[config.mk]
export PLATFORM = sky130hd
export DESIGN_NAME = ppt_queue
export DESIGN_NICKNAME = d
export VERILOG_FILES = /design/src/rtl/ppt_pkg.sv /design/src/rtl/ppt_queue.sv
export SDC_FILE = /design/constraint.sdc
export NUM_CORES = 1
export LEC_CHECK = 0
export BUFFER_PORTS_ARGS = -buffer_cell sky130_fd_sc_hd__buf_4
export CAP_MARGIN = 20
export CORE_ASPECT_RATIO = 2
export CORE_MARGIN = 1
export CORE_UTILIZATION = 47
export DETAILED_ROUTE_END_ITERATION = 6
export HOLD_SLACK_MARGIN = 0.06
export PLACE_DENSITY = 0.67
export SETUP_SLACK_MARGIN = 0.02
export SYNTH_ARGS = -nofsm -noshare
export SYNTH_HDL_FRONTEND = slang
export SYNTH_SLANG_ARGS = --single-unit
export TNS_END_PERCENT = 50
[constraint.sdc]
create_clock -name clk -period 6.45 [get_ports clk]
set_clock_uncertainty 0.2 [all_clocks]
set_input_delay 0.3225 -clock clk [delete_from_list [all_inputs] [get_ports clk]]
set_output_delay 0.3225 -clock clk [all_outputs]
set_load 0.01 [all_outputs]
[src/rtl/ppt_pkg.sv]
// Package for the point-in-polygon test unit.
// Holds coordinate widths, the edge class codes and the queued edge item type.
// No dependencies.
package ppt_pkg;

	localparam int COORD_BITS = 32;
	localparam int FIELD_W    = 32;
	localparam int CW         = COORD_BITS;
	localparam int DW         = CW + 1;
	localparam int PW         = 2 * DW;
	localparam int SW         = PW + 1;
	localparam int QDEPTH     = 4;
	localparam int QIDX_W     = $clog2(QDEPTH);
	localparam int QCNT_W     = $clog2(QDEPTH + 1);

	typedef enum logic {
		REG_QUERY_X = 1'b0,
		REG_QUERY_Y = 1'b1
	} reg_idx_t;

	typedef enum logic [1:0] {
		CLS_NONE = 2'd0,
		CLS_FLIP = 2'd1,
		CLS_PROD = 2'd2
	} edge_cls_t;

	typedef struct packed {
		logic                 start;
		logic                 last;
		edge_cls_t            cls;
		logic                 dy_neg;
		logic signed [DW-1:0] a;
		logic signed [DW-1:0] b;
		logic signed [DW-1:0] c;
		logic signed [DW-1:0] d;
	} edge_op_t;

	typedef struct packed {
		logic full;
		logic empty;
	} q_status_t;

	// low COORD_BITS bits of a field, taken as a signed coordinate
	function automatic logic signed [CW-1:0] to_coord(input logic [FIELD_W-1:0] v);
		logic [63:0] t;
		t = 64'(v);
		return t[CW-1:0];
	endfunction

endpackage

[src/rtl/ppt_queue.sv]
// Short queue of edge items between the front and back ends.
// Register array with head/tail pointers. Depends on ppt_pkg.
module ppt_queue (
	input  logic               clk,
	input  logic               arst_n,
	input  logic               push,
	input  ppt_pkg::edge_op_t  push_op,
	input  logic               pop,
	output ppt_pkg::edge_op_t  head_op,
	output ppt_pkg::q_status_t status
);

	ppt_pkg::edge_op_t              mem_q [ppt_pkg::QDEPTH];
	logic [ppt_pkg::QIDX_W-1:0]     wr_q, rd_q;
	logic [ppt_pkg::QCNT_W-1:0]     cnt_q;

	assign status.full  = (cnt_q == ppt_pkg::QCNT_W'(ppt_pkg::QDEPTH));
	assign status.empty = (cnt_q == '0);
	assign head_op      = mem_q[rd_q];

	always_ff @(posedge clk or negedge arst_n) begin
		if (!arst_n) begin
			wr_q  <= '0;
			rd_q  <= '0;
			cnt_q <= '0;
		end else begin
			if (push)
				wr_q <= (wr_q == ppt_pkg::QIDX_W'(ppt_pkg::QDEPTH - 1)) ? '0 : wr_q + 1'b1;
			if (pop)
				rd_q <= (rd_q == ppt_pkg::QIDX_W'(ppt_pkg::QDEPTH - 1)) ? '0 : rd_q + 1'b1;
			case ({push, pop})
				2'b10:   cnt_q <= cnt_q + 1'b1;
				2'b01:   cnt_q <= cnt_q - 1'b1;
				default: cnt_q <= cnt_q;
			endcase
		end
	end

	always_ff @(posedge clk) begin
		if (push)
			mem_q[wr_q] <= push_op;
	end

endmodule

After elaboration in Yosys (flattened, before gate mapping):

Memory sizes are Yosys's and may differ from the RTL's.
Index checks and enable logic that the tools add are counted.

* bits in registers: 7
* RAM bits: 548
* logic and storage cells: 20
* memories: 1

Memory list
* mem_q: words 4, width 137, rd ports 1, clocked after memory_dff 0, write ports 1, RTL line ppt_queue.sv:13 `ppt_pkg::edge_op_t mem_q [ppt_pkg::QDEPTH];`

* add/sub/neg operators: 4
* equality and inequality tests: 5
* multiplexer cells: 5
* reduce and logical (&&, ||, !) cells: 2

Operators with widths (count)
* equality test 2 bit, second input constant: 3
* case mux 3 bit (2 select lines): 1
* adder 2 x 1 -> 2 bit, second input constant: 2
* 2-to-1 mux 2 bit: 2
* adder 3 x 1 -> 3 bit, second input constant: 1
* equality test 3 bit, second input constant: 1
* zero test 3 bit: 1
* subtractor 3 x 1 -> 3 bit, second input constant: 1
* equality test 2 x 1 -> 1 bit, second input constant: 1
* 2-to-1 mux 1 bit: 2
* nonzero test 2 bit: 1

Logic depth before layout (Yosys ltp):

Gate-level depths: netlist of the first run.

* depth in word-level cells: 2
* mapped depth: 7
* mapped depth without buffers: 7

Worst setup path before layout of the first run:

Ideal clock, no wire load.

* path kind: flip-flop to flip-flop
* start point: register wr_q[0] (netlist bit)
* end point: memory mem_q[0][0] (netlist bit) (enable)
* library setup time: 512 ps
* arrival time: 3759 ps
* setup slack: 1979 ps
* stages on the path, launching flop included: 4
* path buffers: 0
* clock period less this slack: 4471 ps
* path through: dfrtp_1 -> inv_1 -> ha_1 -> and2_1

RTL lines
* start, declared: RTL line ppt_queue.sv:14 `logic [ppt_pkg::QIDX_W-1:0] wr_q, rd_q;`
* start signal, assigned: RTL line ppt_queue.sv:28 `wr_q <= (wr_q == ppt_pkg::QIDX_W'(ppt_pkg::QDEPTH - 1)) ? '0 : wr_q + 1'b1;`
* end, declared: RTL line ppt_queue.sv:13

Straight into the memory's write port.

==> impl_summary.log, run 1 <==
INFO  metric grt_remaining_overflow = 0
INFO  metric critical_path.endpoint_type = output pin
INFO  metric relSlewSlack = about a third
INFO  metric routedWlPerCell = roughly 22 um
INFO  metric totalPowerFinal = roughly 11 mW
INFO  metric count_of_pins_over_their_slew_limit = 0
INFO  metric critical_path_class = reg2out
INFO  metric numCtsBuffers = between 40 and 50
INFO  metric fin_ws = ~2900 ps
INFO  metric yosysTopAreaCell = edfxtp_1
INFO  metric worstPathRequired = 5930 ps
INFO  metric critPathArrivalTime = about 3000 ps
INFO  metric final_critical_path_share_of_the_clock_period = approximately 55%
INFO  metric synth_fp_nets = between 900 and 1000
INFO  metric worstMarginPinSlew = ~1000 ps
INFO  metric hold_path_class = in2reg
INFO  metric layout.core_utilization = a little over 60%
INFO  metric ant_nets = 0
INFO  metric mean_instance_size_in_the_synthesized_netlist = between 20 and 30 sq um
INFO  metric rsz0062_at_grt = false
INFO  metric final_hold_viol_count = 0
INFO  metric via_count_of_the_first_global_routing_pass = about 10000
INFO  metric fmax = between 200 and 300 MHz
INFO  metric drt_pass1_iterations = 7
INFO  metric postSynthRegisterBits = roughly 560
INFO  metric netlist.area_leader.share = between 80% and 90%
INFO  metric first_pass_grt_wire_length = between 50000 and 60000 um
INFO  metric io_pins = 280
INFO  metric areaGrowthSynthToFinish = 27.8%
INFO  metric remaining_drc_errors = 0
INFO  metric grt_start_max_net_pins = approximately 120
INFO  metric floorplan.die.width = between 100 and 150 um
INFO  metric worst_ir_drop_vdd = around 0.32 mV
INFO  metric cts_sinks = 555
INFO  metric synth.yosys.seq_area_share = just over 80%
INFO  metric routabilityCongestion = 0.712
INFO  metric ys_warn_count = 0
INFO  metric ctsRootBufferMaster = clkbuf_16
INFO  metric number_of_flops_mapped_to_enable_cells_by_yosys = roughly 550
INFO  metric routed-via-count = between 9000 and 10000
INFO  metric first_iter_violations = 389
INFO  metric commonest_non_fill_non_tap_cell_in_the_layout = edfxtp_1
INFO  metric layout_common_cells = edfxtp_1, buf_4, dlygate4sd3_1
INFO  metric cts_buffer_depth = 3
INFO  metric post-dp-hpwl = 22900 um
INFO  metric start_kind = register
INFO  metric filler_cell_count = 2974
INFO  metric die_area = 0.0439 sq mm
INFO  metric synth_cell_type_count = 21
INFO  metric finalWorstPathRequiredPeriod = roughly 3500 ps
INFO  metric die_height = about 300 um
INFO  metric initial_antenna_violation_count = 5
INFO  metric cts.repair_timing.setup_buffer_count = 0
INFO  metric finalWirelength = around 39000 um
INFO  metric syn_inst = 754
INFO  metric worst_setup_hold_path_clk_slew = 60 ps
INFO  metric synth.cell_area = approximately 0.020 sq mm
INFO  metric place.port_buffers = 279
INFO  metric power.leakage = about 9 nW
INFO  metric max-cap-violations = 0
INFO  metric placeableCoreArea = approximately 0.042 sq mm
INFO  metric global_route.usage.total = 18.3%
INFO  metric critical_path_peak_fanout = 39
INFO  metric synth_async_sr_flop_share = 1.26%
INFO  metric viasPerCell = between 5 and 6
INFO  metric clk_latency = about 550 ps
INFO  metric report.final.setup_viol = 0
INFO  metric proportion_of_layout_cells_with_a_drive_suffix_above_1 = approximately two fifths
INFO  metric placement_rows = roughly 110
INFO  metric pre_cts_ws = between 3000 and 4000 ps
INFO  metric htree_levels = 2
INFO  metric run_status = completed
INFO  metric cts_tree = done
INFO  metric final_nets = around 1400
INFO  metric floorplan.initialDensity = between 40% and 50%
INFO  metric synth_area_leaders = edfxtp_1, mux4_2, dfrtp_1
INFO  metric power_per_cell_area = between 400 and 500 mW/mm^2
INFO  metric setup_total_negative_slack = 0 ps
INFO  metric postSynth.topFlopCell = edfxtp_1
[flip-flops by register name (all words and copies together), names as in the netlist]
signal / cells
mem_q: 548
cnt_q: 3
rd_q: 2
wr_q: 2
[kinds of logic (layout without fill, tap and decap cells)]
kind of cell / after synthesis / after routing / share of synthesized area, %
buffers and inverters: 37 / 523 / 1.31
other: 0 / 1 / 0
adder cells (fa/ha/maj): 7 / 7 / 0.471
multiplexers: 140 / 140 / 15.4
AO/OA/AOI/OAI: 2 / 2 / 0.0496
flip-flops: 555 / 555 / 82.3
XOR/XNOR: 3 / 3 / 0.130
AND/OR/NAND/NOR: 10 / 10 / 0.266
[layer usage]
metal / vias up / track usage [%] / routed length [um]
met1: 4895 / 19.5 / 14000
met3: 73 / 3.52 / 1990
met4: 8 / 7.29 / 1320
li1: 4145 / - / -
met5: - / 0 / 53
met2: 275 / 34.6 / 21800
[critical path: stages (launching register included)]
cell,delay [ps]
dfrtp_4,860
buf_4,740
mux4_2,650
buf_4,170
[power by group]
group	internal (mW)	switching (mW)
clock	1.57	1.22
sequential	4.62	0.233
combinational	1.69	1.59
total	7.89	3.05
[cell type report]
cell class / count / area [sq um] / share of cell area [%]
well taps: 545 / 682 / 2.64
clock inverters: 26 / 254 / 0.984
repair buffers: 432 / 3620 / 14.0
diodes: 1 / 2.50 / 0.00970
flip-flops and latches: 555 / 16600 / 64.5
multi-input cells: 162 / 3310 / 12.8
inverters: 6 / 22.5 / 0.0873
clock buffers: 59 / 1270 / 4.94
[cells in the mapped netlist (all sizes together) (2+ instances only)]
library cell / number
clkbuf: 2
buf: 29
mux2: 2
xor2: 2
mux4: 137
and2: 4
o21ai: 2
ha: 6
dfrtp: 7
nor2: 2
edfxtp: 548
inv: 6
[what timing repair did]
action	CTS	global route
hold endpoints to repair	561	0
hold buffers	141	0
resized for setup	0	0
[metrics by stage]
step                hold slack, ps  area, sq um  std cells
detailed placement           -51.2        22900       1559
floorplan                     -173        20200        754
finish                         295        25800       1786
CTS                            275        25800       1785
global placement             -48.2        22900       1559
global route                   288        25800       1786
[final timing paths]
kind / slack [ps] / to / cells after the start / start
max: 2920 / head_op[5] / 3 / rd_q[0]
min: 300 / mem_q[1][19] / 2 / push_op[19]
max reg2reg: 3900 / mem_q[1][69] / 4 / wr_q[1]
min reg2reg: 300 / cnt_q[2] / 1 / cnt_q[2]
max in group asynchronous: 5160 / rd_q[0] / 3 / arst_n
min in group asynchronous: 570 / wr_q[1] / 3 / arst_n
Note: power is estimated with default switching activity, not from simulation.
==> inputs of run 2 (changes only) <==
--- a/config.mk
+++ b/config.mk
@@ -12,7 +12,7 @@
 export CORE_UTILIZATION = 47
 export DETAILED_ROUTE_END_ITERATION = 6
 export HOLD_SLACK_MARGIN = 0.06
-export PLACE_DENSITY = 0.67
+export PLACE_DENSITY = 0.7
 export SETUP_SLACK_MARGIN = 0.02
 export SYNTH_ARGS = -nofsm -noshare
 export SYNTH_HDL_FRONTEND = slang
==> constraint.sdc (replaced) <==
create_clock -name clk -period 3.08 [get_ports clk]
set_clock_uncertainty 0.2 [all_clocks]
set_input_delay 0.154 -clock clk [delete_from_list [all_inputs] [get_ports clk]]
set_output_delay 0.154 -clock clk [all_outputs]
set_load 0.01 [all_outputs]
==> impl_summary.log, run 2 (synthesis results as in run 1) <==
INFO  metric run_status = completed (unchanged)
INFO  metric critical_path_peak_fanout = 24 (was 39)
INFO  metric power.share.sequential = 42.7% (was 44.4%)
INFO  metric cell_internal_pwr = 16.9 mW (was 7.89 mW)
INFO  metric final_critical_path_share_of_the_clock_period = a little under nine tenths
INFO  metric first_iter_violations = 448 (was 389)
INFO  metric filler_cell_count = 2901 (was 2974)
INFO  metric fmax = roughly 380 MHz
INFO  metric worstPathRequired = 2730 ps (was 5930 ps)
INFO  metric io_pins = 280 (unchanged)
INFO  metric critical_path_class = reg2out (unchanged)
INFO  metric cts_sinks = 555 (unchanged)
INFO  metric grt_remaining_overflow = 0 (unchanged)
INFO  metric crit-reg2reg-capture = mem_q[1][104] (was mem_q[1][69])
INFO  metric die_area = 0.0439 sq mm (unchanged)
INFO  metric report.final.setup_viol = 0 (unchanged)
INFO  metric via_count_of_the_first_global_routing_pass = 10637 (was 10484)
INFO  metric power.leakage = 8.97 nW (was 8.86 nW)
INFO  metric worstSetupEndpoint = head_op[70] (was head_op[5])
INFO  metric final_nets = 1361 (was 1353)
INFO  metric viasPerCell = 5.29 (was 5.26)
INFO  metric die_height = 295 um (unchanged)
INFO  metric relSlewSlack = 47.3% (was 35.1%)
INFO  metric met3_length = 1870 um (was 1990 um)
INFO  metric worst_setup_hold_path_clk_slew = 70 ps (was 60 ps)
INFO  metric worst_ir_drop_vdd = 0.676 mV (was 0.320 mV)
INFO  metric routedWlPerCell = 22.3 um (was 21.9 um)
INFO  metric initial_antenna_violation_count = 6 (was 5)
INFO  metric commonest_non_fill_non_tap_cell_in_the_layout = edfxtp_1 (unchanged)
INFO  metric areaGrowthSynthToFinish = 29.1% (was 27.8%)
INFO  metric rsz0062_at_grt = false (unchanged)
INFO  metric worstMarginPinSlew = 791 ps (was 974 ps)
INFO  metric regToRegSetupSlack = 970 ps (was 3900 ps)
INFO  metric final_hold_viol_count = 0 (unchanged)
INFO  metric top_register = mem_q (unchanged)
INFO  metric htree_levels = 2 (unchanged)
INFO  metric comb_power_share = 31.3% (was 30.1%)
INFO  metric setup_total_negative_slack = 0 ps (unchanged)
INFO  metric first_pass_grt_wire_length = 61000 um (was 58800 um)
INFO  metric routedLengthMet1 = 14600 um (was 14000 um)
INFO  metric finalWirelength = 40100 um (was 39200 um)
INFO  metric finalWorstPathRequiredPeriod = approximately 2600 ps
INFO  metric floorplan.initialDensity = 47.6% (unchanged)
INFO  metric count_of_pins_over_their_slew_limit = 0 (unchanged)
INFO  metric proportion_of_layout_cells_with_a_drive_suffix_above_1 = 41.4% (was 40.7%)
INFO  metric setup.worst_path.start = rd_q[0] (unchanged)
INFO  metric dr_wl_met2 = 21900 um (was 21800 um)
INFO  metric grt_start_max_net_pins = 118 (was 117)
INFO  metric hold_path_class = in2reg (unchanged)
INFO  metric highest-signal-layer = met5 (unchanged)
INFO  metric numCtsBuffers = 47 (was 48)
INFO  metric placement_rows = 107 (unchanged)
INFO  metric post-dp-hpwl = 23900 um (was 22900 um)
INFO  metric cts_repair_resize_count = 0 (unchanged)
INFO  metric p_sw_share = 27.6% (was 27.9%)
INFO  metric drt_pass1_iterations = 4 (was 7)
INFO  metric clk_latency = 550 ps (about the same)
INFO  metric beginning_of_the_worst_register_to_register_path = wr_q[1] (unchanged)
INFO  metric cts_tree = done (unchanged)
INFO  metric ctsRootBufferMaster = clkbuf_16 (unchanged)
INFO  metric clock_power_share = 26.0% (was 25.5%)
INFO  metric layout_common_cells = edfxtp_1, buf_4, dlygate4sd3_1 (unchanged)
INFO  metric cts_buffer_depth = 3 (unchanged)
INFO  metric timing.reg2reg.worst_path_depth = 4 (unchanged)
INFO  metric fin_ws = 454 ps (was 2920 ps)
INFO  metric floorplan.die.width = 149 um (unchanged)
INFO  metric biggestRegsByFlops = mem_q: 548 flops, cnt_q: 3 flops (unchanged)
INFO  metric max-cap-violations = 0 (unchanged)
INFO  metric routabilityCongestion = 0.715 (was 0.712)
INFO  metric start_kind = register (unchanged)
INFO  metric timing.hold.ws = 139 ps (was 295 ps)
INFO  metric place.port_buffers = 279 (unchanged)
INFO  metric remaining_drc_errors = 0 (unchanged)
INFO  metric pre_cts_ws = 942 ps (was 3370 ps)
INFO  metric power_per_cell_area = 894 mW/mm^2 (was 424 mW/mm^2)
INFO  metric critPathArrivalTime = 2270 ps (was 3010 ps)
INFO  metric global_route.usage.total = 18.9% (was 18.3%)
INFO  metric critical_path.endpoint_type = output pin (unchanged)
INFO  metric p_sw = 6.44 mW (was 3.05 mW)
INFO  metric placeableCoreArea = 0.0424 sq mm (unchanged)
INFO  metric largest_register_ffs = 548 (unchanged)
INFO  metric ant_nets = 0 (unchanged)
INFO  metric routed-via-count = 9497 (was 9396)
INFO  metric layout.core_utilization = 61.5% (was 60.8%)
-- run 2: cell count changes in the layout (fill, tap and decap cells not counted) --
cell / previous run / this run
clkinv_2: 8 / 5
bufinv_16: 4 / 6
clkbuf_1: 9 / 6
inv_6: 1 / 4
diode_2: 1 / 3
clkinv_8: 1 / 0
clkbuf_8: 1 / 3
buf_4: 289 / 287
buf_12: 2 / 13
clkinvlp_4: 3 / 4
inv_8: 1 / 0
clkinv_1: 7 / 6
-- run 2: area by class of cell --
cell class	instances	area, sq um	area share [%]
Multi-Input combinational cell	162	3310	12.7
Antenna cell	3	7.51	0.0288
Inverter	6	22.5	0.0864
Sequential cell	555	16600	63.8
Clock buffer	58	1290	4.95
Timing Repair Buffer	441	3830	14.7
Clock inverter	26	302	1.16
Tap cell	545	682	2.61
-- run 2: what timing repair did --
| item | CTS | global route |
|---|---|---|
| hold buffers | 141 | 0 |
| buffers inserted | 0 | 0 |
| setup endpoints to repair | 0 | 0 |
| endpoints found under the hold margin | 575 | 0 |
-- run 2: routing by layer --
| layer | track usage, % | vias to the layer above |
|---|---|---|
| met4 | 8.35 | 6 |
| li1 | - | 4182 |
| met2 | 34.6 | 294 |
| met5 | 0 | - |
| met1 | 21.2 | 4931 |
| met3 | 3.35 | 84 |
-- run 2: metrics by stage --
| stage | instances | total power, mW | instance area [sq um] |
|---|---|---|---|
| after floorplan | 754 | 14.3 | 20200 |
| after global placement | 1568 | 17.3 | 23100 |
| after detailed placement | 1568 | 17.4 | 23100 |
| after CTS | 1793 | 23.7 | 26100 |
| after global routing | 1796 | 24.3 | 26100 |
| final | 1796 | 23.3 | 26100 |
-- run 2: power by group through the flow --
stage / Clock (mW) / Combinational (mW) / Sequential, mW
floorplan: 0 / 4.22 / 10.1
finish: 6.05 / 7.30 / 9.95
CTS: 6.19 / 7.50 / 9.96
global route: 6.46 / 7.82 / 10.0
global placement: 0 / 7.30 / 10.0
detailed placement: 0 / 7.32 / 10.1
-- run 2: worst min-delay path by stage --
stage,from,to,depth (start not counted)
6_report,push_op[20],mem_q[0][20],2
5_1_grt,push_op[44],mem_q[2][44],2
4_1_cts,push_op[20],mem_q[0][20],2
3_5_place_dp,arst_n,cnt_q[2],1
3_3_place_gp,arst_n,cnt_q[2],1
2_1_floorplan,arst_n,cnt_q[0],0
-- run 2: critical path, stage by stage (launching register included) --
cell and delay, ps:
dfrtp_4 500, buf_4 440, mux4_2 590, buf_4 160
