==> src/rtl/ppt_pkg.sv <==
// Package for the point-in-polygon test unit.
// Holds coordinate widths, the edge class codes and the queued edge item type.
// No dependencies.
package ppt_pkg;

	localparam int COORD_BITS = 32;
	localparam int FIELD_W    = 32;
	localparam int CW         = COORD_BITS;
	localparam int DW         = CW + 1;
	localparam int PW         = 2 * DW;
	localparam int SW         = PW + 1;
	localparam int QDEPTH     = 4;
	localparam int QIDX_W     = $clog2(QDEPTH);
	localparam int QCNT_W     = $clog2(QDEPTH + 1);

	typedef enum logic {
		REG_QUERY_X = 1'b0,
		REG_QUERY_Y = 1'b1
	} reg_idx_t;

	typedef enum logic [1:0] {
		CLS_NONE = 2'd0,
		CLS_FLIP = 2'd1,
		CLS_PROD = 2'd2
	} edge_cls_t;

	typedef struct packed {
		logic                 start;
		logic                 last;
		edge_cls_t            cls;
		logic                 dy_neg;
		logic signed [DW-1:0] a;
		logic signed [DW-1:0] b;
		logic signed [DW-1:0] c;
		logic signed [DW-1:0] d;
	} edge_op_t;

	typedef struct packed {
		logic full;
		logic empty;
	} q_status_t;

	// low COORD_BITS bits of a field, taken as a signed coordinate
	function automatic logic signed [CW-1:0] to_coord(input logic [FIELD_W-1:0] v);
		logic [63:0] t;
		t = 64'(v);
		return t[CW-1:0];
	endfunction

endpackage

==> src/rtl/ppt_front.sv <==
// Front end: accepts vertices, forms edges and classifies them.
// Writes one edge item per vertex into the queue. Depends on ppt_pkg.
module ppt_front (
	input  logic                        clk,
	input  logic                        arst_n,
	input  logic                        vertex_valid,
	output logic                        vertex_stall,
	input  logic signed [ppt_pkg::FIELD_W-1:0] vertex_x,
	input  logic signed [ppt_pkg::FIELD_W-1:0] vertex_y,
	input  logic                        first_vertex,
	input  logic                        last_vertex,
	input  logic [ppt_pkg::FIELD_W-1:0] query_x,
	input  logic [ppt_pkg::FIELD_W-1:0] query_y,
	input  ppt_pkg::q_status_t          q_status,
	output logic                        push,
	output ppt_pkg::edge_op_t           push_op
);

	logic signed [ppt_pkg::CW-1:0] prev_x_q, prev_y_q;
	logic                          have_prev_q;
	logic signed [ppt_pkg::CW-1:0] cx, cy, qx, qy;
	logic signed [ppt_pkg::DW-1:0] dy;
	logic                          start;

	assign vertex_stall = q_status.full;
	assign push         = vertex_valid & ~q_status.full;

	assign cx    = ppt_pkg::to_coord(vertex_x);
	assign cy    = ppt_pkg::to_coord(vertex_y);
	assign qx    = ppt_pkg::to_coord(query_x);
	assign qy    = ppt_pkg::to_coord(query_y);
	assign dy    = ppt_pkg::DW'(cy) - ppt_pkg::DW'(prev_y_q);
	assign start = first_vertex | ~have_prev_q;

	always_comb begin
		push_op.start  = start;
		push_op.last   = last_vertex;
		push_op.dy_neg = dy[ppt_pkg::DW-1];
		push_op.a      = ppt_pkg::DW'(cx) - ppt_pkg::DW'(qx);
		push_op.b      = dy;
		push_op.c      = ppt_pkg::DW'(cx) - ppt_pkg::DW'(prev_x_q);
		push_op.d      = ppt_pkg::DW'(qy) - ppt_pkg::DW'(cy);
		push_op.cls    = ppt_pkg::CLS_NONE;
		if (start || dy == '0) begin
			push_op.cls = ppt_pkg::CLS_NONE;
		end else if (cy == qy) begin
			if (cx > qx && dy < 0)
				push_op.cls = ppt_pkg::CLS_FLIP;
		end else if (prev_y_q == qy) begin
			if (prev_x_q > qx && dy > 0)
				push_op.cls = ppt_pkg::CLS_FLIP;
		end else if ((cy > qy) != (prev_y_q > qy)) begin
			push_op.cls = ppt_pkg::CLS_PROD;
		end
	end

	always_ff @(posedge clk or negedge arst_n) begin
		if (!arst_n) begin
			have_prev_q <= 1'b0;
		end else if (push) begin
			have_prev_q <= ~last_vertex;
		end
	end

	always_ff @(posedge clk) begin
		if (push) begin
			prev_x_q <= cx;
			prev_y_q <= cy;
		end
	end

endmodule

==> config.mk <==
export PLATFORM = sky130hd
export DESIGN_NAME = ppt_front
export DESIGN_NICKNAME = d
export VERILOG_FILES = /design/src/rtl/ppt_pkg.sv /design/src/rtl/ppt_front.sv
export SDC_FILE = /design/constraint.sdc
export NUM_CORES = 1
export LEC_CHECK = 0
export BUFFER_PORTS_ARGS = -buffer_cell sky130_fd_sc_hd__buf_4
export CORE_MARGIN = 2
export CORE_UTILIZATION = 50
export CTS_CLUSTER_SIZE = 28
export DETAILED_ROUTE_END_ITERATION = 16
export GPL_ROUTABILITY_DRIVEN = 0
export PLACE_DENSITY_LB_ADDON = 0.2
export SLEW_MARGIN = 25
export SYNTH_ARGS = -nofsm -noshare
export SYNTH_HDL_FRONTEND = slang
export SYNTH_SLANG_ARGS = --single-unit
export TNS_END_PERCENT = 20
==> constraint.sdc <==
create_clock -name clk -period 3.7 [get_ports clk]
set_clock_uncertainty 0.15 [all_clocks]
set_input_delay 0.185 -clock clk [delete_from_list [all_inputs] [get_ports clk]]
set_output_delay 0.185 -clock clk [all_outputs]
set_load 0.05 [all_outputs]
# == After elaboration in Yosys (flattened, before gate mapping) ==
# Cells that the tools add are included.
# W data, S select, Z words.
# totals
ff_bits,65
input_bits,135
output_inout_bits,139
wordCells,31
# classes
muxes,6
order_cmp,6
n_eq_ne,3
addsub,4
n_bitwise,5
n_reduce_logical,4
# op_table
cell,count
$sub A32 B32 Y33,4
$gt A32 B32 Y1,4
$eq A32 B32 Y1,2
$gt A33 B1 Y1 const B,1
$logic_not A33 Y1,1
$lt A33 B1 Y1 const B,1
$mux W2,4
$not A1 Y1,3
$logic_and A1 B1 Y1,2
$mux W1,2
$and A1 B1 Y1,1
$logic_or A1 B1 Y1,1
$ne A1 B1 Y1,1
$or A1 B1 Y1,1

# == Logic depth before layout (Yosys ltp) ==
# Gate-level depths: netlist of run 1.
# depth
depth_word,7
mapped_depth,14
mapped_depth_nobuf,14

# == Worst setup path before layout of run 1 ==
# OpenSTA, ideal clock, no wires.
# synth_timing
path_kind,flip-flop to output port
start,reg prev_y_q[1] (netlist bit)
end,out push_op[133] (netlist bit)
t_required_ns,3.365
n_path_buf,0
arrival_ns,4.106
path_slack_ns,-0.741
stages_incl_launch_ff,14
cell_sequence,edfxtp_1 -> inv_1 -> ha_1 -> nor2b_1 -> o31a_1 -> o21ba_1 -> a41o_1 -> a211oi_1 -> nor2_1 -> or4b_1 -> nor4_2 -> nand4b_1 -> nor4b_2 -> a21oi_1
# synth_rtl
element,line,rtl
start: declaration,ppt_front.sv:19,"logic signed [ppt_pkg::CW-1:0] prev_x_q, prev_y_q;"
start signal: assignment,ppt_front.sv:68,prev_y_q <= cy;
end: declaration,ppt_front.sv:16,output ppt_pkg::edge_op_t push_op

==> summary.txt, run 1 <==
Power and ir drop
  – Switch Pwr: 2870 µW
  – P_leak: 0.00802 µW
  – Power Dens Cells: 368 nW/µm²
  – Sequential share of power: 0.156
  – Switching Fraction: 0.496
  – Int Pwr: 2910 µW
  – Maximum vdd drop: 285 µV
  – Clk pwr share: 0.140
  – Gate power share: 0.704

CTS
  – Clock latency on the worst-skew pair: 0.33 ns
  – CTS sink cnt: 65
  – Clock transition at path regs: 0.07 ns
  – CTS tree: yes
  – CTS H-tree depth: 3
  – CTS Buf Count: 9
  – Clk buf depth: 2
  – Root Driver: clkbuf_16

Yosys
  – Register area share after synthesis: 0.188
  – Gate Count Post-Synth: 1280
  – Avg Cell Area, Syn: 8.07 µm²
  – Top_reg_cell synth: edfxtp_1
  – Unique masters post-synth: 69
  – Largest family of logic cells by synthesized area: compound AO/OA/AOI/OAI gates
  – Ys Warns: 0
  – Simple-gate share of the synthesized area: 0.152
  – Net Count, Synth: 1613
  – Yosys reg bits: 65
  – Post-synth EDFFs: 64
  – Post-Synth XOR/XNOR Area: 0.0848
  – Compound-gate portion of the synthesized area: 0.251
  – Post-synth ARST share: 0.0154
  – Mux cell area share after synthesis: 0.00387
  – Synthesized area: 10300 µm²
  – Adder-cell area share of the yosys netlist: 0.243

Floorplanning
  – Die Width: 148 µm
  – Core Region: 20200 µm²
  – Starting Density: 0.511
  – IO Pins: 274
  – Die area: 21800 µm²
  – Die Y-Extent: 148 µm
  – Number of placement rows: 52

Global routing
  – First-pass GRT wire length: 56200 µm
  – Largest net degree at the start of global routing: 35
  – Vias in the first global route: 11800
  – Total GRT Usage: 0.317
  – Initial antenna violation count: 0
  – Grt ovf: 0

Timing
  – Tcrit/Tclk final: 1.22
  – Final max-slew violation count: 0
  – Setup TNS: -2.29 ns
  – Crit path time final: 4.53 ns
  – Setup-failing EPs final: 9
  – Rel. slew slack: 0.668
  – Final Hold Viols: 0
  – Setup ws final: -0.832 ns
  – Worst-margin pin slew: 0.494 ns
  – Fmax: 221 MHz
  – RSZ-0062 raised after global routing: yes

Setup path
  – Critical path fanouts, max: 3
  – Req. time, crit path: 3.37 ns
  – Crit path kind: flip-flop to primary output
  – Crit end category: primary output
  – Setup crit start kind: flip-flop
  – CP arrival: 4.20 ns

Worst hold path
  – Min-Delay Path Class: input port to flip-flop

Routing
  – Post-DR wirelength/cell: 18.1 µm
  – DR vias/cell: 5.72
  – DRT antenna net count: 0
  – First-pass DRT Iterations: 5
  – Via count: 11900
  – # DRC: 0
  – Iter 0 DRT Violations: 661
  – Final WL: 37700 µm

Placement
  – Detail Placement HPWL: 27100 µm
  – PortBufs: 272

Flow run
  – MaxCap Viol Count: 0

Layout
  – Area Growth Syn to Fin: 51.8%
  – Commonest non-fill, non-tap cell in the layout: buf_4
  – Fin util: 0.775
  – Most frequent cells in the layout: buf_4, inv_1, ha_1
  – Fraction of layout cells with a size suffix above 1: 0.324
  – ANT cells: 0
  – Final #Nets: 2142

Outcome
  – Outcome: finished, violations left
  – Failing checks: setup timing
## state kept, by name, indices dropped and copies added (netlist names)
name         count
have_prev_q      1
prev_x_q        32
prev_y_q        32
## routing by layer
layer  track usage  vias to the layer above  part of all wire
met5             0                        -                 0
met3        0.0296                      136             0.068
met4         0.151                        0             0.052
met1         0.387                     5511              0.39
li1              -                     5665                 -
met2         0.563                      602              0.49
## timing repair
item,4_1_cts,5_1_grt
pin swaps,34,38
endpoints found under the setup margin,17,31
setup buffers,25,13
resized for setup,67,45
hold buffers,60,0
hold endpoints to repair,59,0
## synth_stat cells (4+ instances only)
master	instances	area, µm²
a21oi_1	123	616
clkbuf_1	5	18.8
mux2i_1	4	40.0
o21bai_1	12	90.1
xnor2_1	72	631
and2_1	6	37.5
o31a_1	10	87.6
o211ai_1	10	75.1
nor3_1	21	105
xor2_1	28	245
edfxtp_1	64	1920
a21boi_0	7	52.6
fa_1	4	80.1
nor2_1	83	312
and3_1	7	43.8
or3_1	8	50.1
nor2b_1	25	156
nand2_1	57	214
o21a_1	30	225
o21ai_0	68	340
and4_1	7	61.3
a221o_1	4	40.0
a31o_2	4	35.0
ha_1	194	2430
inv_1	200	751
or2_2	7	43.8
a211oi_1	6	45.0
nand4_1	26	163
a31oi_1	15	93.8
nand3_1	24	120
buf_4	4	30.0
a21o_1	74	556
o31ai_1	4	30.0
nand2b_1	16	100
## cell families (layout without fill, tap and decap cells)
logic type,Yosys count,in the layout
AOI/OAI and AO/OA,399,399
buffers and inverters,209,743
and+or+nand+nor,305,305
adders and majority gates,198,198
xor gates and xnor gates,100,100
DFF,65,65
muxes,4,4
## layout make-up
cell class / instances / area, µm²
fillers: 1373 / 4550
repair buffers: 527 / 4150
flip-flops and latches: 65 / 1950
clock inverters: 1 / 5.00
multi-input cells: 1006 / 8230
well taps: 270 / 338
clock buffers: 15 / 268
inverters: 200 / 751
## through the flow
stage               hold slack [ns]  setup WS, ns  std cells  cell area, µm²  power (µW)
global placement             -0.188        -0.598       1974           14000        4580
global route                 0.0116        -0.921       2084           15700        6030
detailed placement           -0.187        -0.704       1974           14000        4630
finish                       0.0112        -0.832       2084           15700        5780
floorplan                    -0.261        -0.445       1280           10500        3380
CTS                         0.00136        -0.796       2072           15400        5610
## worst paths after layout
kind	slack (ns)	cells past startpoint	startpoint	endpoint
worst max-delay path	-0.83	16	prev_y_q[0]$_DFFE_PP_	push_op[134]
worst min-delay path	0.01	2	vertex_y[1]	prev_y_q[1]$_DFFE_PP_
worst max register to register	2.89	2	have_prev_q$_DFFE_PN0P_	have_prev_q$_DFFE_PN0P_
worst min register to register	0.39	2	have_prev_q$_DFFE_PN0P_	have_prev_q$_DFFE_PN0P_
max in group asynchronous	2.71	3	arst_n	have_prev_q$_DFFE_PN0P_
min in group asynchronous	0.58	3	arst_n	have_prev_q$_DFFE_PN0P_
## power groups by stage
stage               Clock (µW)  Combinational [µW]  Sequential [µW]
finish                     811                4070              900
global route               850                4280              904
CTS                        819                3900              895
detailed placement           0                3720              910
global placement             0                3680              906
floorplan                    0                2480              903
## critical path, stage by stage (launching register included)
cell and delay (ns):
edfxtp_1 0.41, ha_4 0.17, fa_2 0.24, nor2b_4 0.05
o31a_1 0.27, o221a_4 0.24, buf_6 0.13, o41ai_4 0.44
xnor2_2 0.13, nor2_1 0.11, or4b_4 0.49, nor4_4 0.32
nand4b_1 0.15, nor4b_2 0.28, buf_4 0.20, a21oi_2 0.07
buf_6 0.17
(Power assumes the default switching activity.)
==> inputs of run 2 (changes only) <==
CORE_UTILIZATION = 40   (was 50)
==> summary.txt, run 2 (synthesis results as in run 1) <==
Layout
  – Commonest non-fill, non-tap cell in the layout: buf_4
  – Largest regs: prev_x_q x32, prev_y_q x32, have_prev_q x1
  – Area Growth Syn to Fin: 53.9%
  – Layout fillers: 2187 (+59%)
  – Final #Nets: 2160 (+0.84%)
  – Fin util: 0.630 (-0.146)
  – Most frequent cells in the layout: buf_4, inv_1, ha_1
  – Final instance area: 15900 µm² (+1.3%)
  – Fraction of layout cells with a size suffix above 1: 0.326 (+0.00173)
  – Layout Cells excl Fill: 2163 (+3.8%)

Timing
  – Final max-slew violation count: 0 (unchanged)
  – Crit path time final: 4.53 ns (+0.00103 ns)
  – Rel. slew slack: 0.377 (-0.292)
  – Final Hold Viols: 0 (unchanged)
  – Worst-margin pin slew: 0.933 ns (+0.439 ns)
  – Setup TNS: -2.04 ns (+0.245 ns)
  – Setup-failing EPs final: 6 (-3)
  – WHS: 0.0191 ns (+0.00785 ns)
  – RSZ-0062 raised after global routing: yes
  – Fmax: 221 MHz (about the same)
  – Tcrit/Tclk final: 1.23 (about the same)
  – Setup ws final: -0.833 ns (-0.00103 ns)

Setup path
  – Crit end category: primary output
  – CP arrival: 4.20 ns (about the same)
  – Critical path fanouts, max: 3 (unchanged)
  – Delay of the slowest critical-path stage: 0.46 ns (-0.03 ns)
  – Critical Path Most Common Cell: buf_4
  – Reg-to-reg setup timing slack: 2.90 ns (about the same)
  – CP delay by family, top: simple AND/OR/NAND/NOR gates
  – Crit path kind: flip-flop to primary output
  – Worst path cell trace: inv_1 -> ha_4 -> nor2b_4 -> o31a_1 -> o221a_4 -> o21ba_4 -> or3_4 -> a2111oi_4 -> buf_4 -> or4b_4 -> nor4_4 -> nand4b_1 -> nor4b_2 -> buf_4 -> a21oi_1 -> buf_4
  – Worst r2r dst: have_prev_q$_DFFE_PN0P_
  – WP buf/inv: 4 (+1)
  – Reg2reg path depth: 2 (unchanged)
  – Worst r2r src: have_prev_q$_DFFE_PN0P_
  – Setup crit start kind: flip-flop
  – Crit-path slowest cell: or4b_4
  – Req. time, crit path: 3.37 ns (about the same)

Global routing
  – Grt ovf: 0 (unchanged)
  – Met2 Use GR: 0.436 (-0.127)
  – Vias in the first global route: 11200 (-5.3%)
  – GR Util met1: 0.312 (-0.0753)
  – Initial antenna violation count: 1 (+1)
  – GR Util met3: 0.0193 (-0.0103)
  – Total GRT Usage: 0.248 (-0.0692)
  – First-pass GRT wire length: 53500 µm (-4.8%)
  – Largest net degree at the start of global routing: 35 (unchanged)
  – GR peak layer: met2

CTS
  – Root Driver: clkbuf_16
  – Clk buf depth: 2 (unchanged)
  – CTS tree: yes
  – CTS sink cnt: 65 (unchanged)
  – CTS H-tree depth: 3 (unchanged)
  – CTS Buf Count: 9 (unchanged)
  – Clock latency on the worst-skew pair: 0.34 ns (about the same)
  – Clock transition at path regs: 0.06 ns (about the same)

Routing
  – Post-DR wirelength/cell: 16.5 µm (-8.9%)
  – Via count: 11400 (-4.2%)
  – Iter 0 DRT Violations: 637 (-3.6%)
  – DRT antenna net count: 0 (unchanged)
  – Final WL: 35700 µm (-5.4%)
  – # DRC: 0 (unchanged)
  – DR vias/cell: 5.28 (-7.7%)
  – First-pass DRT Iterations: 5 (unchanged)

Power and ir drop
  – P_leak: 0.00812 µW (+1.2%)
  – Gate power share: 0.708 (+0.004)
  – Int Pwr: 2880 µW (-1.2%)
  – Switch Pwr: 2840 µW (-1.1%)
  – Clk pwr share: 0.136 (-0.004)
  – Power Dens Cells: 359 nW/µm² (-2.4%)
  – Sequential share of power: 0.157 (about the same)
  – Maximum vdd drop: 309 µV (+8.3%)
  – Switching Fraction: 0.496 (about the same)

Worst hold path
  – Hold Startpoint: vertex_y[14]
  – Worst hold endpoint: prev_y_q[14]$_DFFE_PP_
  – Min-Delay Path Class: input port to flip-flop
  – Worst Hold Path Cells: 2 (unchanged)

Floorplanning
  – Die area: 27100 µm² (+24%)
  – Core Region: 25300 µm² (+25%)
  – Die Y-Extent: 165 µm (+11%)
  – IO Pins: 274 (unchanged)
  – Number of placement rows: 58 (+12%)
  – Die Width: 165 µm (+11%)
  – Starting Density: 0.409 (-0.102)

Outcome
  – Outcome: finished, violations left
  – Failing checks: setup timing

Placement
  – Dpl cell area: 14400 µm² (+2.6%)
  – PortBufs: 272 (unchanged)
  – Detail Placement HPWL: 28600 µm (+5.2%)
  – Placed Cells incl. Taps: 2071 (+4.9%)

Flow run
  – MaxCap Viol Count: 0 (unchanged)
==> run 2: cell types whose count changed in the layout (fill, tap and decap cells not counted), moves of 3 or more <==
cell / previous run / this run
buf_6: 11 / 8
ha_2: 0 / 3
inv_2: 7 / 2
inv_1: 193 / 198
o21ai_0: 57 / 53
buf_4: 456 / 469
dlygate4sd3_1: 60 / 65
ha_4: 12 / 8
o21ai_2: 3 / 6
==> run 2: area by class of cell <==
cell class | instances | area [µm²] | area share
Tap cell | 330 | 413 | 0.0260
Timing Repair Buffer | 545 | 4320 | 0.272
Antenna cell | 1 | 2.50 | 0.000157
Multi-Input combinational cell | 1006 | 8210 | 0.517
Clock buffer | 11 | 233 | 0.0146
Sequential cell | 65 | 1950 | 0.122
Inverter | 200 | 751 | 0.0472
Clock inverter | 5 | 22.5 | 0.00142
==> run 2: worst max path at each step <==
| stage | start | endpoint | depth (start not counted) |
|---|---|---|---|
| floorplan | prev_y_q[13]$_DFFE_PP_ | push_op[133] | 14 |
| global placement | prev_y_q[2]$_DFFE_PP_ | push_op[133] | 16 |
| detailed placement | prev_y_q[2]$_DFFE_PP_ | push_op[133] | 16 |
| CTS | prev_y_q[0]$_DFFE_PP_ | push_op[133] | 16 |
| global route | prev_y_q[0]$_DFFE_PP_ | push_op[133] | 16 |
| finish | prev_y_q[2]$_DFFE_PP_ | push_op[133] | 16 |
==> run 2: worst register-to-register path, stage by stage (launching register included) <==
cell     delay, ns
dfrtp_1       0.38
nor2_1        0.10
a21oi_1       0.05
==> run 2: metal layers <==
metal | share of wire | wire length, µm
met1 | 0.44 | 15800
met2 | 0.48 | 17200
met3 | 0.041 | 1480
met4 | 0.036 | 1300
met5 | 0 | 0
==> run 2: what timing repair did <==
| action | in CTS | in global routing |
|---|---|---|
| pin swaps | 12 | 37 |
| endpoints found under the setup margin | 23 | 33 |
| endpoints found under the hold margin | 64 | 0 |
| buffers inserted | 5 | 7 |
| hold buffers | 65 | 0 |
| resized for setup | 36 | 77 |
==> run 2: stage by stage <==
step	power, µW	setup WS [ns]
2_1_floorplan	3380	-0.445
3_3_place_gp	4670	-0.563
3_5_place_dp	4700	-0.621
4_1_cts	5590	-0.845
5_1_grt	6000	-1.00
6_report	5710	-0.833
==> run 2: power groups by stage <==
stage | registers, µW | clock network (µW) | logic, µW
floorplan | 903 | 0 | 2480
global placement | 906 | 0 | 3760
detailed placement | 909 | 0 | 3790
CTS | 894 | 786 | 3910
global route | 901 | 812 | 4290
finish | 895 | 774 | 4040
